--- src/rtl/core/tmf_pkg.sv ---
`timescale 1ns / 1ps

package tmf_pkg;

  localparam int MAX_PIXELS_DEF = 4096;
  localparam int MAX_WINDOW_DEF = 9;

  localparam int CFG_DATA_W   = 32;
  localparam int CFG_ADDR_W   = 3;
  localparam int CFG_WIN_W    = 4;
  localparam int CFG_FRAME_W  = 13;
  localparam int PIXEL_W      = 8;

  localparam logic [CFG_WIN_W-1:0]   WINDOW_LEN_RST   = CFG_WIN_W'(3);
  localparam logic [CFG_FRAME_W-1:0] FRAME_PIXELS_RST = CFG_FRAME_W'(4096);

  localparam int QUEUE_DEPTH = 2;

  typedef enum logic {
    REG_WINDOW_LEN   = 1'b0,
    REG_FRAME_PIXELS = 1'b1
  } reg_idx_t;

  typedef enum logic [2:0] {
    BK_CLEAR,
    BK_IDLE,
    BK_READ,
    BK_MERGE,
    BK_RANK,
    BK_OUT
  } back_state_t;

  typedef struct packed {
    logic clearing;
  } back_stat_t;

endpackage

--- src/rtl/core/tmf_front.sv ---
`timescale 1ns / 1ps

module tmf_front #(
  parameter int MAX_PIXELS = tmf_pkg::MAX_PIXELS_DEF,
  parameter int MAX_WINDOW = tmf_pkg::MAX_WINDOW_DEF,
  parameter int JOB_W      = 8
) (
  input  logic                             clk,
  input  logic                             rst_n,
  input  logic                             in_push,
  output logic                             in_full,
  input  logic [tmf_pkg::PIXEL_W-1:0]      in_pixel,
  input  logic [tmf_pkg::CFG_WIN_W-1:0]    window_len,
  input  logic [tmf_pkg::CFG_FRAME_W-1:0]  frame_pixels,
  input  tmf_pkg::back_stat_t              back_stat,
  input  logic                             q_full,
  output logic                             q_push,
  output logic [JOB_W-1:0]                 q_data
);
  import tmf_pkg::*;

  localparam int PW  = $clog2(MAX_PIXELS);
  localparam int SW  = $clog2(MAX_WINDOW);
  localparam int NW  = $clog2(MAX_WINDOW + 1);
  localparam int FW  = PW + 1;
  localparam int CW  = (FW > CFG_FRAME_W) ? FW : CFG_FRAME_W;
  localparam int NCW = (NW > CFG_WIN_W) ? NW : CFG_WIN_W;

  typedef struct packed {
    logic [PW-1:0]      pos;
    logic [SW-1:0]      slot;
    logic [NW-1:0]      n;
    logic [PIXEL_W-1:0] pixel;
    logic               last;
  } job_t;

  logic [PW-1:0]  position_r, position_nxt;
  logic [SW-1:0]  frame_slot_r, frame_slot_nxt;
  logic [CW-1:0]  fp_ext;
  logic [CW-1:0]  eff_f;
  logic [CW-1:0]  pos_inc;
  logic [NCW-1:0] wl_ext;
  logic [NW-1:0]  eff_n;
  logic [SW-1:0]  slot;
  logic [NW-1:0]  slot_inc;
  logic           last;
  logic           accept;
  job_t           job;

  assign in_full = q_full || back_stat.clearing;
  assign accept  = in_push && !in_full;
  assign q_push  = accept;

  always_comb begin
    fp_ext = CW'(frame_pixels);
    if (fp_ext == '0) begin
      eff_f = CW'(1);
    end else if (fp_ext > CW'(MAX_PIXELS)) begin
      eff_f = CW'(MAX_PIXELS);
    end else begin
      eff_f = fp_ext;
    end

    wl_ext = NCW'(window_len);
    if (wl_ext == '0) begin
      eff_n = NW'(1);
    end else if (wl_ext > NCW'(MAX_WINDOW)) begin
      eff_n = NW'(MAX_WINDOW);
    end else begin
      eff_n = NW'(wl_ext);
    end

    slot     = (NW'(frame_slot_r) < eff_n) ? frame_slot_r : '0;
    slot_inc = NW'(slot) + 1'b1;
    pos_inc  = CW'(position_r) + 1'b1;
    last     = (pos_inc >= eff_f);

    job.pos   = position_r;
    job.slot  = slot;
    job.n     = eff_n;
    job.pixel = in_pixel;
    job.last  = last;
    q_data    = job;

    position_nxt   = position_r;
    frame_slot_nxt = frame_slot_r;
    if (accept) begin
      if (last) begin
        position_nxt   = '0;
        frame_slot_nxt = (slot_inc >= eff_n) ? '0 : SW'(slot_inc);
      end else begin
        position_nxt = position_r + 1'b1;
      end
    end
  end

  always_ff @(posedge clk) begin
    if (!rst_n) begin
      position_r   <= '0;
      frame_slot_r <= '0;
    end else begin
      position_r   <= position_nxt;
      frame_slot_r <= frame_slot_nxt;
    end
  end

endmodule

--- config.mk ---
export PLATFORM = sky130hd
export DESIGN_NAME = tmf_front
export DESIGN_NICKNAME = d
export VERILOG_FILES = /design/src/rtl/core/tmf_pkg.sv /design/src/rtl/core/tmf_front.sv
export SDC_FILE = /design/constraint.sdc
export NUM_CORES = 1
export LEC_CHECK = 0
export BUFFER_PORTS_ARGS = -buffer_cell sky130_fd_sc_hd__buf_2
export CELL_PAD_IN_SITES_DETAIL_PLACEMENT = 0
export CELL_PAD_IN_SITES_GLOBAL_PLACEMENT = 2
export CORE_UTILIZATION = 29
export CTS_BUF_LIST = sky130_fd_sc_hd__clkbuf_8
export CTS_CLUSTER_SIZE = 8
export DETAILED_ROUTE_END_ITERATION = 8
export PLACE_DENSITY_LB_ADDON = 0.1
export SYNTH_ARGS = -nofsm -noshare
export SYNTH_HDL_FRONTEND = slang
export SYNTH_SLANG_ARGS = --single-unit
--- constraint.sdc ---
create_clock -name clk -period 3.37 [get_ports clk]
set_input_delay 0.1685 -clock clk [delete_from_list [all_inputs] [get_ports clk]]
set_output_delay 0.1685 -clock clk [all_outputs]
set_load 0.03 [all_outputs]
==> reports/metrics.csv <==
metric,value,unit
cts_made_buffers,3,
n_antenna_cell,0,
portBuffers,20,
fill_cells,450,
wl_per_cell,14.8,um
cp_max_fo,6,
status,"finished, final reports clean",
grt_pass1_vias,1185,
die_area,4630,um^2
core_area,4090,um^2
fin_crit_sh,92.1,%
worst_pin_slew,0.488,ns
slew_violations,0,
rsz0062_at_grt,false,
synthCells,158,
slowest_stage,or3_4,
cap_violations,0,
ir_drop,0.000147,V
synth.cell_area,1260,um^2
insertion_delay,0.24,ns
area_growth,11.8,%
largest_register_ffs,12,
cts_resized,2,
endpoint_kind,primary output,
synth_warnings,0,
fin_skew,0.00247,ns
hold_viol_final,0,
route.met3.wl,168,um
slowest_delay,0.42,ns
via_count,1177,
placed_area,1340,um^2
top_level_ports,40,
dr.pass1.iters,4,
dr.max_layer_used,met4,
p_leak,0.673,nW
hold_class,in2out,
synth_cell_types,42,
fin_nets,215,
layout-drive-gt1-share,24.9,%
worstHoldPathCells,0,
routabilityCongestion,0.724,
drtIter0Drc,37,
layout_commonest_cell,nand2_1,
grtUsageTotal,16.3,%
hold_end,q_data[6],
wl_met1,1.57,mm
mappedNetlistNets,202,
cp_cell_sequence,ha_2 -> and3_1 -> and3_4 -> nand3_1 -> xnor2_1 -> ha_1 -> nand4_1 -> or3_4 -> a31oi_4 -> nor3_4 -> inv_2 -> clkbuf_4,
die_width,68.0,um
h-tree-depth,1,
cts_setup_buffers,0,
vias_per_cell,5.37,
critPathArrivalTime,2.94,ns
postRouteAntennaNets,0,
crit-reg2reg-launch,position_r[1],
cp_data_required_time,3.20,ns
fp-row-count,23,
drt-total-wl,3.25,mm
worstReg2RegEnd,position_r[5],
drc,0,
slew_headroom,67.5,%
max_flop_register,position_r,
grt_max_degree,22,
postCtsHoldBufs,0,
hpwlAfterDp,2.56,mm
fin_crit,3.10,ns
total_power,0.335,mW
path_clk_slew,0.05,ns
setup_viol,0,
r2r_slack,0.41,ns
critPathKind,reg2out,
r2r_cells,12,
die_y,68.0,um
met2RoutedLength,1.48,mm
gr-total-overflow,0,
cts_buffer_depth,2,
antenna_found_initial,0,
clock-root-buffer,clkbuf_8,
power_density,237,nW/um^2
avgSynthCellArea,8.01,um^2
critPathLaunchType,register,
fmax,0.322,GHz
start_util,31.0,%
design_area,1410,um^2
cts_tree,built,
cts.sinks,12,
fin_setup_tns,0,ns
synth-seq-cells,12,
hold_path_startpoint,in_pixel[5],
reg.largest.list,position_r: 12 flops,
layout_common_cells,"nand2_1, buf_2, ha_1",
grt_pass1_wl,5.58,mm
yosysSeqAreaShare,19.0,%
==> report_power, final <==
group | internal (mW) | switching, mW
Combinational | 0.0241 | 0.0357
Clock | 0.0787 | 0.0517
Sequential | 0.143 | 0.00136
Total | 0.246 | 0.0887
==> layout make-up <==
class	count	area, um^2	share of cell area (%)
Tap cell	50	62.6	4.42
Sequential cell	12	241	17.1
Inverter	4	15.0	1.06
Clock buffer	3	41.3	2.92
Timing Repair Buffer	25	140	9.91
Multi-Input combinational cell	125	913	64.6
==> synthesized netlist by cell type, drive strengths merged <==
library cell,number,area share (%)
a21boi,2,1.2
or3,2,0.99
ha,14,14
nand4b,3,2.1
nand4,2,0.99
or4,2,1.2
a2111o,2,1.8
o211ai,3,1.8
dfxtp,12,19
nor4,3,1.5
a31oi,2,1.5
nor2b,1,0.49
a211o,2,1.4
xnor2,6,4.2
inv,4,1.2
nand3,12,4.7
buf,11,5.9
a311oi,1,1.2
a41o,4,3.2
o41ai,3,2.1
or3b,1,0.69
o21ai,1,0.69
or2,2,0.99
nand2,24,7.1
a21oi,3,1.2
nor3,2,1.2
nand2b,1,0.49
and2,6,3.1
nor2,5,1.5
xor2,4,2.8
clkbuf,5,3.2
nand3b,1,0.59
o21bai,1,0.59
and3,10,5.1
dlygate4sd1,1,0.69
==> layer usage <==
layer | track usage [%] | up-vias
met4 | 6.51 | 0
met1 | 21.0 | 551
met5 | 0 | -
met3 | 2.00 | 8
li1 | - | 594
met2 | 27.2 | 24
==> kinds of logic (layout without fill, tap and decap cells) <==
| logic type | after synthesis | after routing | share of synthesized area [%] |
|---|---|---|---|
| flip-flops | 12 | 12 | 19.0 |
| XOR/XNOR | 10 | 10 | 6.92 |
| AND/OR/NAND/NOR | 77 | 77 | 32.7 |
| buffers and inverters | 21 | 32 | 11.0 |
| AO/OA/AOI/OAI | 24 | 24 | 16.5 |
| adder cells (fa/ha/maj) | 14 | 14 | 13.8 |
==> worst max-delay path by stage <==
stage                       start         to  depth (start not counted)
floorplan           position_r[0]  q_data[0]                         13
global placement    position_r[1]  q_data[0]                         12
detailed placement  position_r[1]  q_data[0]                         12
CTS                 position_r[1]  q_data[0]                         12
global route        position_r[0]  q_data[0]                         12
finish              position_r[1]  q_data[0]                         12
==> per-stage QoR <==
| step | util [%] | instances | hold slack [ns] | setup WS, ns |
|---|---|---|---|---|
| 6_report | 34.6 | 219 | 0.337 | 0.266 |
| 3_3_place_gp | 32.8 | 216 | 0.337 | 0.264 |
| 3_5_place_dp | 32.8 | 216 | 0.337 | 0.232 |
| 2_1_floorplan | - | 158 | 0.438 | 0.357 |
| 5_1_grt | 34.6 | 219 | 0.337 | 0.0511 |
| 4_1_cts | 34.0 | 219 | 0.337 | 0.0421 |
==> worst max-delay path: cells and delay by family, from the launching register on <==
| family | cells | cell delay (ns) |
|---|---|---|
| AOI/OAI and AO/OA | 1 | 0.22 |
| xor gates and xnor gates | 1 | 0.18 |
| adders and majority gates | 2 | 0.49 |
| buffers and inverters | 2 | 0.27 |
| DFF | 1 | 0.35 |
| and+or+nand+nor | 6 | 1.18 |
Note: power is estimated with default switching activity, not from simulation.
