**src/rtl/core/tmf_pkg.sv**
```systemverilog
`timescale 1ns / 1ps

package tmf_pkg;

  localparam int MAX_PIXELS_DEF = 4096;
  localparam int MAX_WINDOW_DEF = 9;

  localparam int CFG_DATA_W   = 32;
  localparam int CFG_ADDR_W   = 3;
  localparam int CFG_WIN_W    = 4;
  localparam int CFG_FRAME_W  = 13;
  localparam int PIXEL_W      = 8;

  localparam logic [CFG_WIN_W-1:0]   WINDOW_LEN_RST   = CFG_WIN_W'(3);
  localparam logic [CFG_FRAME_W-1:0] FRAME_PIXELS_RST = CFG_FRAME_W'(4096);

  localparam int QUEUE_DEPTH = 2;

  typedef enum logic {
    REG_WINDOW_LEN   = 1'b0,
    REG_FRAME_PIXELS = 1'b1
  } reg_idx_t;

  typedef enum logic [2:0] {
    BK_CLEAR,
    BK_IDLE,
    BK_READ,
    BK_MERGE,
    BK_RANK,
    BK_OUT
  } back_state_t;

  typedef struct packed {
    logic clearing;
  } back_stat_t;

endpackage

```
**src/rtl/core/tmf_queue.sv**
```systemverilog
`timescale 1ns / 1ps

module tmf_queue #(
  parameter int W = 8
) (
  input  logic         clk,
  input  logic         rst_n,
  input  logic         push,
  input  logic [W-1:0] wdata,
  output logic         full,
  input  logic         pop,
  output logic [W-1:0] rdata,
  output logic         empty
);
  import tmf_pkg::*;

  localparam int PTR_W = (QUEUE_DEPTH > 1) ? $clog2(QUEUE_DEPTH) : 1;
  localparam int CNT_W = $clog2(QUEUE_DEPTH + 1);

  logic [W-1:0]     slot_r [QUEUE_DEPTH];
  logic [PTR_W-1:0] wr_ptr_r, wr_ptr_nxt;
  logic [PTR_W-1:0] rd_ptr_r, rd_ptr_nxt;
  logic [CNT_W-1:0] count_r, count_nxt;
  logic             do_push;
  logic             do_pop;

  assign full    = (count_r == CNT_W'(QUEUE_DEPTH));
  assign empty   = (count_r == '0);
  assign do_push = push && !full;
  assign do_pop  = pop && !empty;
  assign rdata   = slot_r[rd_ptr_r];

  always_comb begin
    wr_ptr_nxt = wr_ptr_r;
    rd_ptr_nxt = rd_ptr_r;
    count_nxt  = count_r;
    if (do_push) begin
      wr_ptr_nxt = (wr_ptr_r == PTR_W'(QUEUE_DEPTH - 1)) ? '0 : wr_ptr_r + 1'b1;
    end
    if (do_pop) begin
      rd_ptr_nxt = (rd_ptr_r == PTR_W'(QUEUE_DEPTH - 1)) ? '0 : rd_ptr_r + 1'b1;
    end
    if (do_push && !do_pop) begin
      count_nxt = count_r + 1'b1;
    end else if (do_pop && !do_push) begin
      count_nxt = count_r - 1'b1;
    end
  end

  always_ff @(posedge clk) begin
    if (!rst_n) begin
      wr_ptr_r <= '0;
      rd_ptr_r <= '0;
      count_r  <= '0;
    end else begin
      wr_ptr_r <= wr_ptr_nxt;
      rd_ptr_r <= rd_ptr_nxt;
      count_r  <= count_nxt;
    end
  end

  always_ff @(posedge clk) begin
    if (do_push) begin
      slot_r[wr_ptr_r] <= wdata;
    end
  end

endmodule

```
**config.mk**
```make
export PLATFORM = sky130hd
export DESIGN_NAME = tmf_queue
export DESIGN_NICKNAME = d
export VERILOG_FILES = /design/src/rtl/core/tmf_pkg.sv /design/src/rtl/core/tmf_queue.sv
export SDC_FILE = /design/constraint.sdc
export NUM_CORES = 1
export LEC_CHECK = 0
export BUFFER_PORTS_ARGS = -buffer_cell sky130_fd_sc_hd__buf_2
export CAP_MARGIN = 20
export CORE_MARGIN = 2
export CORE_UTILIZATION = 49
export DETAILED_ROUTE_END_ITERATION = 10
export PLACE_DENSITY_LB_ADDON = 0.05
export SLEW_MARGIN = 20
export SYNTH_ARGS = -nofsm -noshare
export SYNTH_HDL_FRONTEND = slang
export SYNTH_SLANG_ARGS = --single-unit
```
**constraint.sdc**
```tcl
create_clock -name clk -period 1.62 [get_ports clk]
set_input_delay 0.243 -clock clk [delete_from_list [all_inputs] [get_ports clk]]
set_output_delay 0.243 -clock clk [all_outputs]
set_load 0.01 [all_outputs]
```
==> out/qor.csv, run 1 <==
stage,metric,value,unit
cells_and_area,insertedDiodeCount,0,
floorplan,ioPinCount,22,
synth,syn_inst,50,
routing,post_drt_wl_per_cell,12.3,microns
critical_path,rr_worst_depth,6,
sta,finalSetupViolCount,0,
sta,fin_setup_tns,0,ns
synth,synthAdderAreaFrac,1.55,%
floorplan,dieArea,1990,sq um
synth,synthXorXnorAreaFrac,3.25,%
power,vdd_drop_max,0.769,mV
floorplan,core_area,1520,sq um
synth,yosys.area.top_type,edfxtp_1,
sta,min_period_over_period,95.9,%
global_route,gr-usage-met1,14.8,%
cells_and_area,fin_cells,92,
cells_and_area,regArea,584,sq um
clock_tree,path_clk_slew,0.11,ns
cells_and_area,drive_gt1_share,51.3,%
critical_path,path_cells,nand2b_1 > inv_2 > nor2_1 > ha_1 > or3_1 > a21boi_1,
placed_design,portBuffers,21,
synth,synth_compound_area_share,4.02,%
placed_design,dp_cells,88,
routing,routed_wl,1130,microns
critical_path,endpoint_kind,register,
critical_path,startpoint,count_r[0]$_SDFFE_PN0P_,
power,leakage,0.390,nW
placed_design,hpwlAfterDp,818,microns
synth,synth.cell_area,810,sq um
synth,synth-seq-area-share,71.7,%
clock_tree,post-cts-setup-buffers,0,
placed_design,place_congestion,0.662,
critical_path,required,1.85,ns
sta,maxSlewViolCount,0,
global_route,antenna_found_initial,0,
critical_path,crit_family,simple AND/OR/NAND/NOR gates,
clock_tree,cts.htree.levels,1,
sta,fmax,644,MHz
global_route,met2_usage,22.6,%
global_route,grt_pass1_vias,461,
synth,synth_area_leaders,"edfxtp_1 (59%), dfxtp_1 (12%), mux2_2 (11%)",
clock_tree,cts_buffer_depth,2,
floorplan,die_h,44.6,microns
floorplan,initial_utilization,53.1,%
critical_path,cpMaxStageDelayCell,dfxtp_2,
global_route,top_usage_layer,met2,
status,outcome,"finished, final reports clean",
synth,avgSynthCellArea,16.2,sq um
clock_tree,cts_tree,built,
global_route,grt_max_degree,12,
cells_and_area,fillers,116,
sta,rsz0062_at_grt,false,
sta,max_slew_margin,74.3,%
clock_tree,insertion_delay,0.30,ns
power,powerDensity,1510,nW/um^2
clock_tree,cts_buffers,3,
routing,firstDrtPassIters,4,
critical_path,path_class,register to register,
hold_path,hp-start,wdata[6],
synth,muxShareOfSynthArea,11.1,%
clock_tree,clock-sinks,21,
sta,period_needed,1.55,ns
routing,first_iter_violations,5,
cells_and_area,fin_area,975,sq um
synth,synthesis.nets,63,
synth,synthSimpleGateAreaFrac,6.80,%
hold_path,min_path_type,input port to register,
synth,synth-seq-cells,21,
clock_tree,postCtsResizedCells,1,
sta,worst_slew_pin_slew,0.385,ns
critical_path,reg2reg_from,count_r[0]$_SDFFE_PN0P_,
power,total_power,1.47,mW
sta,hold-worst-slack,0.124,ns
critical_path,worstPathMaxFanout,5,
global_route,grt_overflow,0,
critical_path,timing.rr.end,count_r[1]$_SDFFE_PN0P_,
synth,ys_types,20,
clock_tree,root_buffer,clkbuf_4,
cells_and_area,area.growth.synth_to_final,20.4,%
critical_path,worst_setup_path_start_kind,register,
placed_design,placed_cell_area,945,sq um
routing,dr_total_vias,466,
global_route,grt_pass1_wl,1810,microns
hold_path,hold_end,slot_r[1][6]$_DFFE_PP_,
sta,hold_viol_final,0,
run,max_cap_violations,0,
hold_path,whs_path_depth,1,
synth,ys_warn_count,0,
cells_and_area,nets,90,
critical_path,crit_arrival,1.78,ns
synth,synth_top_family_by_area,multiplexers,
critical_path,crit_buf_inv,1,
global_route,grt_usage,13.6,%
routing,route.detailed.drc,0,
floorplan,rows,14,
floorplan,die_w,44.6,microns
cells_and_area,multi_input_area,216,sq um
sta,finClkSkew,0.00202,ns
clock_tree,postCtsHoldBufs,0,
global_route,met3_usage,4.08,%
routing,via_per_inst,5.07,
synth,synth_top_area_share,59.4,%
critical_path,max_stage_delay,0.36,ns
routing,ant_nets,0,
critical_path,reg2reg_slack,0.07,ns
[worst max path at each step]
stage / end / slack, ns / cells after the start
after floorplan: count_r[1]$_SDFFE_PN0P_ / 0.15 / 6
after global placement: count_r[1]$_SDFFE_PN0P_ / 0.12 / 6
after detailed placement: count_r[1]$_SDFFE_PN0P_ / 0.05 / 6
after CTS: count_r[1]$_SDFFE_PN0P_ / 0.003 / 6
after global routing: count_r[1]$_SDFFE_PN0P_ / 0.006 / 6
final: count_r[1]$_SDFFE_PN0P_ / 0.07 / 6
[flip-flops by register name, summed over array words and instances (netlist names), named ones only]
name	flops
count_r	2
rd_ptr_r	1
slot_r	16
wr_ptr_r	1
[final cells by class]
cell class                      instances  share of cell area, %
Timing Repair Buffer                   23                   12.3
Tap cell                               16                   2.05
Inverter                                2                  0.770
Multi-Input combinational cell         26                   22.2
Clock buffer                            4                   2.70
Sequential cell                        21                   59.9
[routing by layer]
metal / vias to the layer above / part of all wire [%]
met3: 3 / 5.5
met4: 0 / 2.4
met5: - / 0
met2: 14 / 49
li1: 235 / -
met1: 214 / 43
[placed cells by master (no fill, tap or decap), drive strengths merged, types with 2 or more instances in the layout]
cell / count
mux2: 8
o21ai: 2
clkbuf: 4
a21boi: 2
buf: 23
inv: 2
dfxtp: 5
xnor2: 2
and2: 3
edfxtp: 16
nor2: 2
[kinds of logic after synthesis]
family          Yosys count
simple gates              9
compound gates            5
mux                       8
xor+xnor                  3
flops                    21
buf+inv                   3
fa+ha+maj                 1
[cell usage after synthesis]
cell type,count
xor2_1,1
xnor2_1,2
o21a_1,1
inv_1,1
o21ai_1,1
edfxtp_1,16
nor2_1,2
o21ai_0,1
nor3_2,1
dfxtp_1,5
ha_1,1
nand2b_1,1
mux2_2,8
a21boi_0,1
a21boi_1,1
buf_2,1
inv_2,1
or3_1,1
and2_1,3
and3_1,1
[power by group]
| part | internal [mW] | leakage [nW] | switching (mW) |
|---|---|---|---|
| combinational | 0.250 | 0.183 | 0.211 |
| clock | 0.0960 | 0.0150 | 0.147 |
| sequential | 0.694 | 0.192 | 0.0716 |
| total | 1.04 | 0.390 | 0.429 |
[per-stage QoR]
stage / util [%] / setup WS [ns]
finish: 64.0 / 0.0663
global route: 64.0 / 0.00616
global placement: 62.0 / 0.122
detailed placement: 62.0 / 0.0491
floorplan: - / 0.149
CTS: 63.8 / 0.00330
Power figures use the tool's default switching activity.
==> run 2, diff against run 1 <==
--- a/config.mk
+++ b/config.mk
@@ -8,7 +8,7 @@
 export BUFFER_PORTS_ARGS = -buffer_cell sky130_fd_sc_hd__buf_2
 export CAP_MARGIN = 20
 export CORE_MARGIN = 2
-export CORE_UTILIZATION = 49
+export CORE_UTILIZATION = 44
 export DETAILED_ROUTE_END_ITERATION = 10
 export PLACE_DENSITY_LB_ADDON = 0.05
 export SLEW_MARGIN = 20
==> constraint.sdc (replaced) <==
create_clock -name clk -period 1.35 [get_ports clk]
set_input_delay 0.2025 -clock clk [delete_from_list [all_inputs] [get_ports clk]]
set_output_delay 0.2025 -clock clk [all_outputs]
set_load 0.01 [all_outputs]
==> out/qor.csv, run 2 (synthesis gave the netlist of run 1 again) <==
stage,metric,value,unit
status,outcome,"finished, violations left",
status,violations,setup timing,
critical_path,endpoint_kind,register,
routing,route.detailed.drc,0,
floorplan,die_w,46.9,microns
run,max_cap_violations,0,
clock_tree,cts_buffers,3,
routing,first_iter_violations,3,
clock_tree,postCtsHoldBufs,0,
sta,hold_viol_final,0,
sta,finClkSkew,0.00340,ns
critical_path,crit_arrival,1.65,ns
sta,worst_slew_pin_slew,0.177,ns
clock_tree,root_buffer,clkbuf_4,
hold_path,min_path_type,input port to register,
critical_path,worstPathMaxFanout,4,
power,powerDensity,1830,nW/um^2
power,pwr-share-clk,12.9,%
sta,rsz0062_at_grt,true,
placed_design,place_congestion,0.750,
global_route,grt_pass1_vias,526,
critical_path,path_class,register to register,
power,switching_power,591,uW
power,vdd_drop_max,1.03,mV
critical_path,crit_family,simple AND/OR/NAND/NOR gates,
sta,min_period_over_period,106,%
critical_path,path_cells,nand2b_4 > inv_4 > nor2_2 > ha_2 > xor2_1 > or3_1 > a21boi_1,
critical_path,required,1.57,ns
cells_and_area,final_common_cell,edfxtp_1,
clock_tree,path_clk_slew,0.10,ns
power,p_sw_share,27.6,%
sta,max_slew_margin,88.1,%
sta,fin_setup_tns,-0.462,ns
cells_and_area,area.growth.synth_to_final,44.7,%
critical_path,worst_setup_path_start_kind,register,
global_route,grt_overflow,0,
sta,fmax,701,MHz
cells_and_area,largest_reg_flops,16,
routing,ant_nets,0,
sta,hold-worst-slack,0.0957,ns
critical_path,cpMaxStageDelayCell,dfxtp_2,
routing,routed_wl,1240,microns
routing,firstDrtPassIters,3,
sta,period_needed,1.43,ns
global_route,antenna_found_initial,0,
floorplan,ioPinCount,22,
routing,post_drt_wl_per_cell,11.1,microns
cells_and_area,drive_gt1_share,60.9,%
clock_tree,cts_buffer_depth,2,
placed_design,portBuffers,21,
routing,dr_total_vias,519,
global_route,grt_pass1_wl,2080,microns
critical_path,crit_buf_inv,1,
power,internal_power,1.55,mW
cells_and_area,nets,101,
floorplan,dieArea,2200,sq um
clock_tree,cts_tree,built,
floorplan,core_area,1730,sq um
sta,finalSetupViolCount,9,
floorplan,initial_utilization,46.9,%
clock_tree,clock-sinks,21,
floorplan,die_h,46.9,microns
placed_design,hpwlAfterDp,953,microns
floorplan,rows,15,
clock_tree,insertion_delay,0.29,ns
global_route,grt_max_degree,12,
clock_tree,cts.htree.levels,1,
power,leakage,0.494,nW
sta,fin_ws,-0.0767,ns
cells_and_area,largestRegisters,"slot_r (16), count_r (2)",
cells_and_area,final_cell_mix,"edfxtp_1 (16), buf_2 (13), buf_4 (11), buf_6 (10), mux2_4 (8)",
cells_and_area,top_register,slot_r,
critical_path,max_stage_delay,0.35,ns
sta,maxSlewViolCount,0,
routing,via_per_inst,4.63,
cells_and_area,final_util,67.8,%
placed_design,dp_slack,-0.0565,ns
cells_and_area,insertedDiodeCount,0,
power,power_frac_comb,45.2,%
power,pwr-share-seq,41.8,%
global_route,grt_usage,13.9,%
[run 2: changes by cell type in the layout (fill, tap and decap cells not counted), sizes merged]
cell	previous run	this run
buf	23	34
[run 2: cell type report]
cell class	instances	area, sq um
clock buffers	4	26.3
fillers	135	556
repair buffers	34	260
inverters	2	10.0
flip-flops and latches	21	584
multi-input cells	26	259
well taps	25	31.3
[run 2: what timing repair did]
action | in CTS | in global routing
setup buffers | 0 | 1
gates resized for setup | 19 | 1
setup endpoints to repair | 9 | 18
gates cloned | 0 | 0
[run 2: power groups by stage]
stage	Sequential, mW	Clock [mW]	Combinational (mW)
global placement	0.892	0	0.766
finish	0.896	0.277	0.968
floorplan	0.892	0	0.436
detailed placement	0.899	0	0.780
CTS	0.894	0.298	0.958
global route	0.910	0.321	1.07
[run 2: routing by layer]
layer / wire length (microns) / GRT usage (%) / vias up / part of all wire [%]
li1: - / - / 257 / -
met1: 496 / 14.7 / 248 / 40
met2: 696 / 25.5 / 12 / 56
met3: 36 / 3.46 / 2 / 2.9
met4: 10 / 6.67 / 0 / 0.81
met5: 0 / 0 / - / 0
[run 2: through the flow]
| step | cell area, sq um | total power, mW | cells |
|---|---|---|---|
| after floorplan | 826 | 1.33 | 50 |
| after global placement | 1050 | 1.66 | 107 |
| after detailed placement | 1050 | 1.68 | 107 |
| after CTS | 1160 | 2.15 | 111 |
| after global routing | 1170 | 2.30 | 112 |
| final | 1170 | 2.14 | 112 |
[run 2: worst paths after layout]
kind | start | to | slack (ns) | cells after the start
worst max register to register | count_r[0]$_SDFFE_PN0P_ | count_r[1]$_SDFFE_PN0P_ | -0.08 | 7
worst max-delay path | count_r[0]$_SDFFE_PN0P_ | count_r[1]$_SDFFE_PN0P_ | -0.08 | 7
worst min-delay path | wdata[1] | slot_r[1][1]$_DFFE_PP_ | 0.1 | 1
worst min register to register | rd_ptr_r$_SDFFE_PN0P_ | register | 0.59 | 2
==> run 3, diff against run 2 <==
--- a/config.mk
+++ b/config.mk
@@ -5,6 +5,7 @@
 export SDC_FILE = /design/constraint.sdc
 export NUM_CORES = 1
 export LEC_CHECK = 0
+export ABC_AREA = 1
 export BUFFER_PORTS_ARGS = -buffer_cell sky130_fd_sc_hd__buf_2
 export CAP_MARGIN = 20
 export CORE_MARGIN = 2
==> out/qor.csv, run 3 <==
stage,metric,value,unit
critical_path,crit_arrival,1.22,ns
sta,finalSetupViolCount,8,
cells_and_area,drive_gt1_share,55.3,%
floorplan,ioPinCount,22,
synth,yosys.area.top_type,edfxtp_1,
sta,rsz0062_at_grt,true,
cells_and_area,insertedDiodeCount,0,
sta,max_slew_margin,72.7,%
routing,firstDrtPassIters,4,
sta,finClkSkew,0.00291,ns
cells_and_area,nets,108,
critical_path,crit_top_cell,buf_6,
synth,synth-async-reset-ratio,0,%
global_route,antenna_found_initial,0,
power,powerDensity,1790,nW/um^2
synth,synth_area_leaders,"edfxtp_1 (58%), dfxtp_1 (12%), mux2_2 (11%)",
cells_and_area,final_common_cell,edfxtp_1,
power,vdd_drop_max,1.22,mV
critical_path,crit_family,flip-flops,
critical_path,path_class,register to primary output,
critical_path,cp.depth,3,
global_route,grt_max_degree,13,
routing,first_iter_violations,3,
synth,synth-seq-area-share,70.5,%
critical_path,path_cells,buf_6 > mux2_4 > buf_6,
critical_path,reg2reg_from,count_r[1]$_SDFFE_PN0P_,
sta,fin_ws,-0.0696,ns
clock_tree,cts_tree,built,
floorplan,die_h,47.3,microns
cells_and_area,largest_reg_flops,16,
critical_path,worstPathMaxFanout,5,
global_route,grt_overflow,0,
clock_tree,path_clk_slew,0.11,ns
global_route,met3_usage,7.31,%
global_route,met2_usage,22.7,%
clock_tree,postCtsHoldBufs,0,
floorplan,core_area,1750,sq um
synth,synth.cell_area,823,sq um
global_route,grt_usage,14.0,%
cells_and_area,regArea,584,sq um
cells_and_area,final_util,66.5,%
clock_tree,clock-sinks,21,
critical_path,required,1.15,ns
routing,routed_wl,1410,microns
synth,ys_warn_count,0,
placed_design,place_congestion,0.624,
routing,via_per_inst,4.61,
routing,route.detailed.drc,0,
sta,period_needed,1.42,ns
floorplan,initial_utilization,47.2,%
sta,fin_setup_tns,-0.488,ns
cells_and_area,multi_input_area,269,sq um
synth,synth_top_area_share,58.4,%
clock_tree,root_buffer,clkbuf_4,
clock_tree,cts_buffers,3,
cells_and_area,fillers,141,
critical_path,reg2reg_slack,0.06,ns
global_route,grt_pass1_wl,2010,microns
clock_tree,insertion_delay,0.30,ns
global_route,top_usage_layer,met2,
critical_path,worst_setup_path_start_kind,register,
status,outcome,"finished, violations left",
run,max_cap_violations,0,
critical_path,crit_buf_inv,2,
placed_design,portBuffers,21,
critical_path,max_stage_delay,0.36,ns
synth,yosys-top-cells-count,"edfxtp_1 (16), nor2_1 (10), inv_1 (8), mux2_2 (8), nand2_1 (6)",
routing,dr_total_vias,549,
synth,ys.flop_type,edfxtp_1,
synth,synth_edf_count,16,
synth,syn_inst,63,
sta,maxSlewViolCount,0,
synth,ys_types,15,
synth,yosysMostFrequentCell,edfxtp_1,
power,leakage,0.496,nW
cells_and_area,area.growth.synth_to_final,41.0,%
sta,min_period_over_period,105,%
routing,post_drt_wl_per_cell,11.9,microns
global_route,grt_pass1_vias,482,
hold_path,min_path_type,input port to register,
synth,synthesis.nets,76,
critical_path,endpoint,rdata[1],
sta,hold_viol_final,0,
cells_and_area,largestRegisters,"slot_r (16), count_r (2)",
critical_path,endpoint_kind,primary output,
sta,worst_slew_pin_slew,0.409,ns
routing,ant_nets,0,
global_route,gr-usage-met1,15.9,%
critical_path,timing.rr.end,count_r[1]$_SDFFE_PN0P_,
critical_path,rr_worst_depth,9,
sta,hold-worst-slack,0.0826,ns
cells_and_area,final_cell_mix,"edfxtp_1 (16), buf_2 (13), buf_6 (10), mux2_4 (8), nor2_1 (7)",
synth,avgSynthCellArea,13.1,sq um
clock_tree,cts.htree.levels,1,
cells_and_area,top_register,slot_r,
sta,fmax,704,MHz
critical_path,cpMaxStageDelayCell,dfxtp_2,
status,violations,setup timing,
floorplan,dieArea,2230,sq um
synth,synth-seq-cells,21,
placed_design,hpwlAfterDp,990,microns
floorplan,rows,15,
floorplan,die_w,47.3,microns
clock_tree,cts_buffer_depth,2,
==> run 3: cell count changes after synthesis, sizes merged, moves of 2 or more <==
cell	delta
nor2	+9
inv	+7
nand2	+6
and2	-3
a21boi	-2
xnor2	-2
==> run 3: metrics by stage <==
stage	instances	power, mW	cell area (sq um)	worst slack [ns]
2_1_floorplan	63	1.27	823	0.0281
3_3_place_gp	113	1.52	992	-0.0360
3_5_place_dp	113	1.53	992	-0.0485
4_1_cts	119	2.05	1140	-0.0873
5_1_grt	119	2.21	1160	-0.119
6_report	119	2.08	1160	-0.0696
==> run 3: kinds of logic (layout without fill, tap and decap cells) <==
kind of cell	after synthesis	count (layout)	share of synthesized area (%)
adder cells (fa/ha/maj)	1	1	1.52
AND/OR/NAND/NOR	19	19	9.42
buffers and inverters	10	41	4.71
flip-flops	21	21	70.5
multiplexers	8	8	10.9
AO/OA/AOI/OAI	4	4	2.89
==> run 3: worst min-delay path by stage <==
stage | startpoint | endpoint | slack (ns) | cells after the start
after floorplan | wdata[0] | slot_r[0][0]$_DFFE_PP_ | 0.30 | 0
after CTS | wdata[7] | slot_r[0][7]$_DFFE_PP_ | 0.07 | 1
final | wdata[7] | slot_r[0][7]$_DFFE_PP_ | 0.08 | 1
after global placement | wdata[7] | slot_r[0][7]$_DFFE_PP_ | 0.39 | 1
after detailed placement | wdata[1] | slot_r[0][1]$_DFFE_PP_ | 0.39 | 1
after global routing | wdata[3] | slot_r[1][3]$_DFFE_PP_ | 0.07 | 1
==> run 3: report_power, final <==
| group | internal, mW | switching [mW] | total, mW | leakage (nW) |
|---|---|---|---|---|
| combinational | 0.488 | 0.409 | 0.898 | 0.286 |
| sequential | 0.833 | 0.0610 | 0.894 | 0.192 |
| clock | 0.111 | 0.177 | 0.288 | 0.0177 |
| total | 1.43 | 0.648 | 2.08 | 0.496 |
==> run 3: cell type report <==
class / instances / share of cell area, %
clock inverters: 1 / 0.431
inverters: 9 / 2.91
well taps: 25 / 2.69
clock buffers: 3 / 1.94
multi-input cells: 32 / 23.2
repair buffers: 28 / 18.5
flip-flops and latches: 21 / 50.3
==> run 3: timing repair <==
item	CTS	global route
hold endpoints to repair	0	0
pin swaps	2	1
buffers inserted	2	0
endpoints found under the setup margin	25	17
gates resized for setup	24	6
==> run 3: per-layer routing <==
layer  up-vias  routed length (microns)
li1        274                        -
met1       253                      573
met2        19                      713
met3         3                      113
met4         0                       13
met5         -                        0
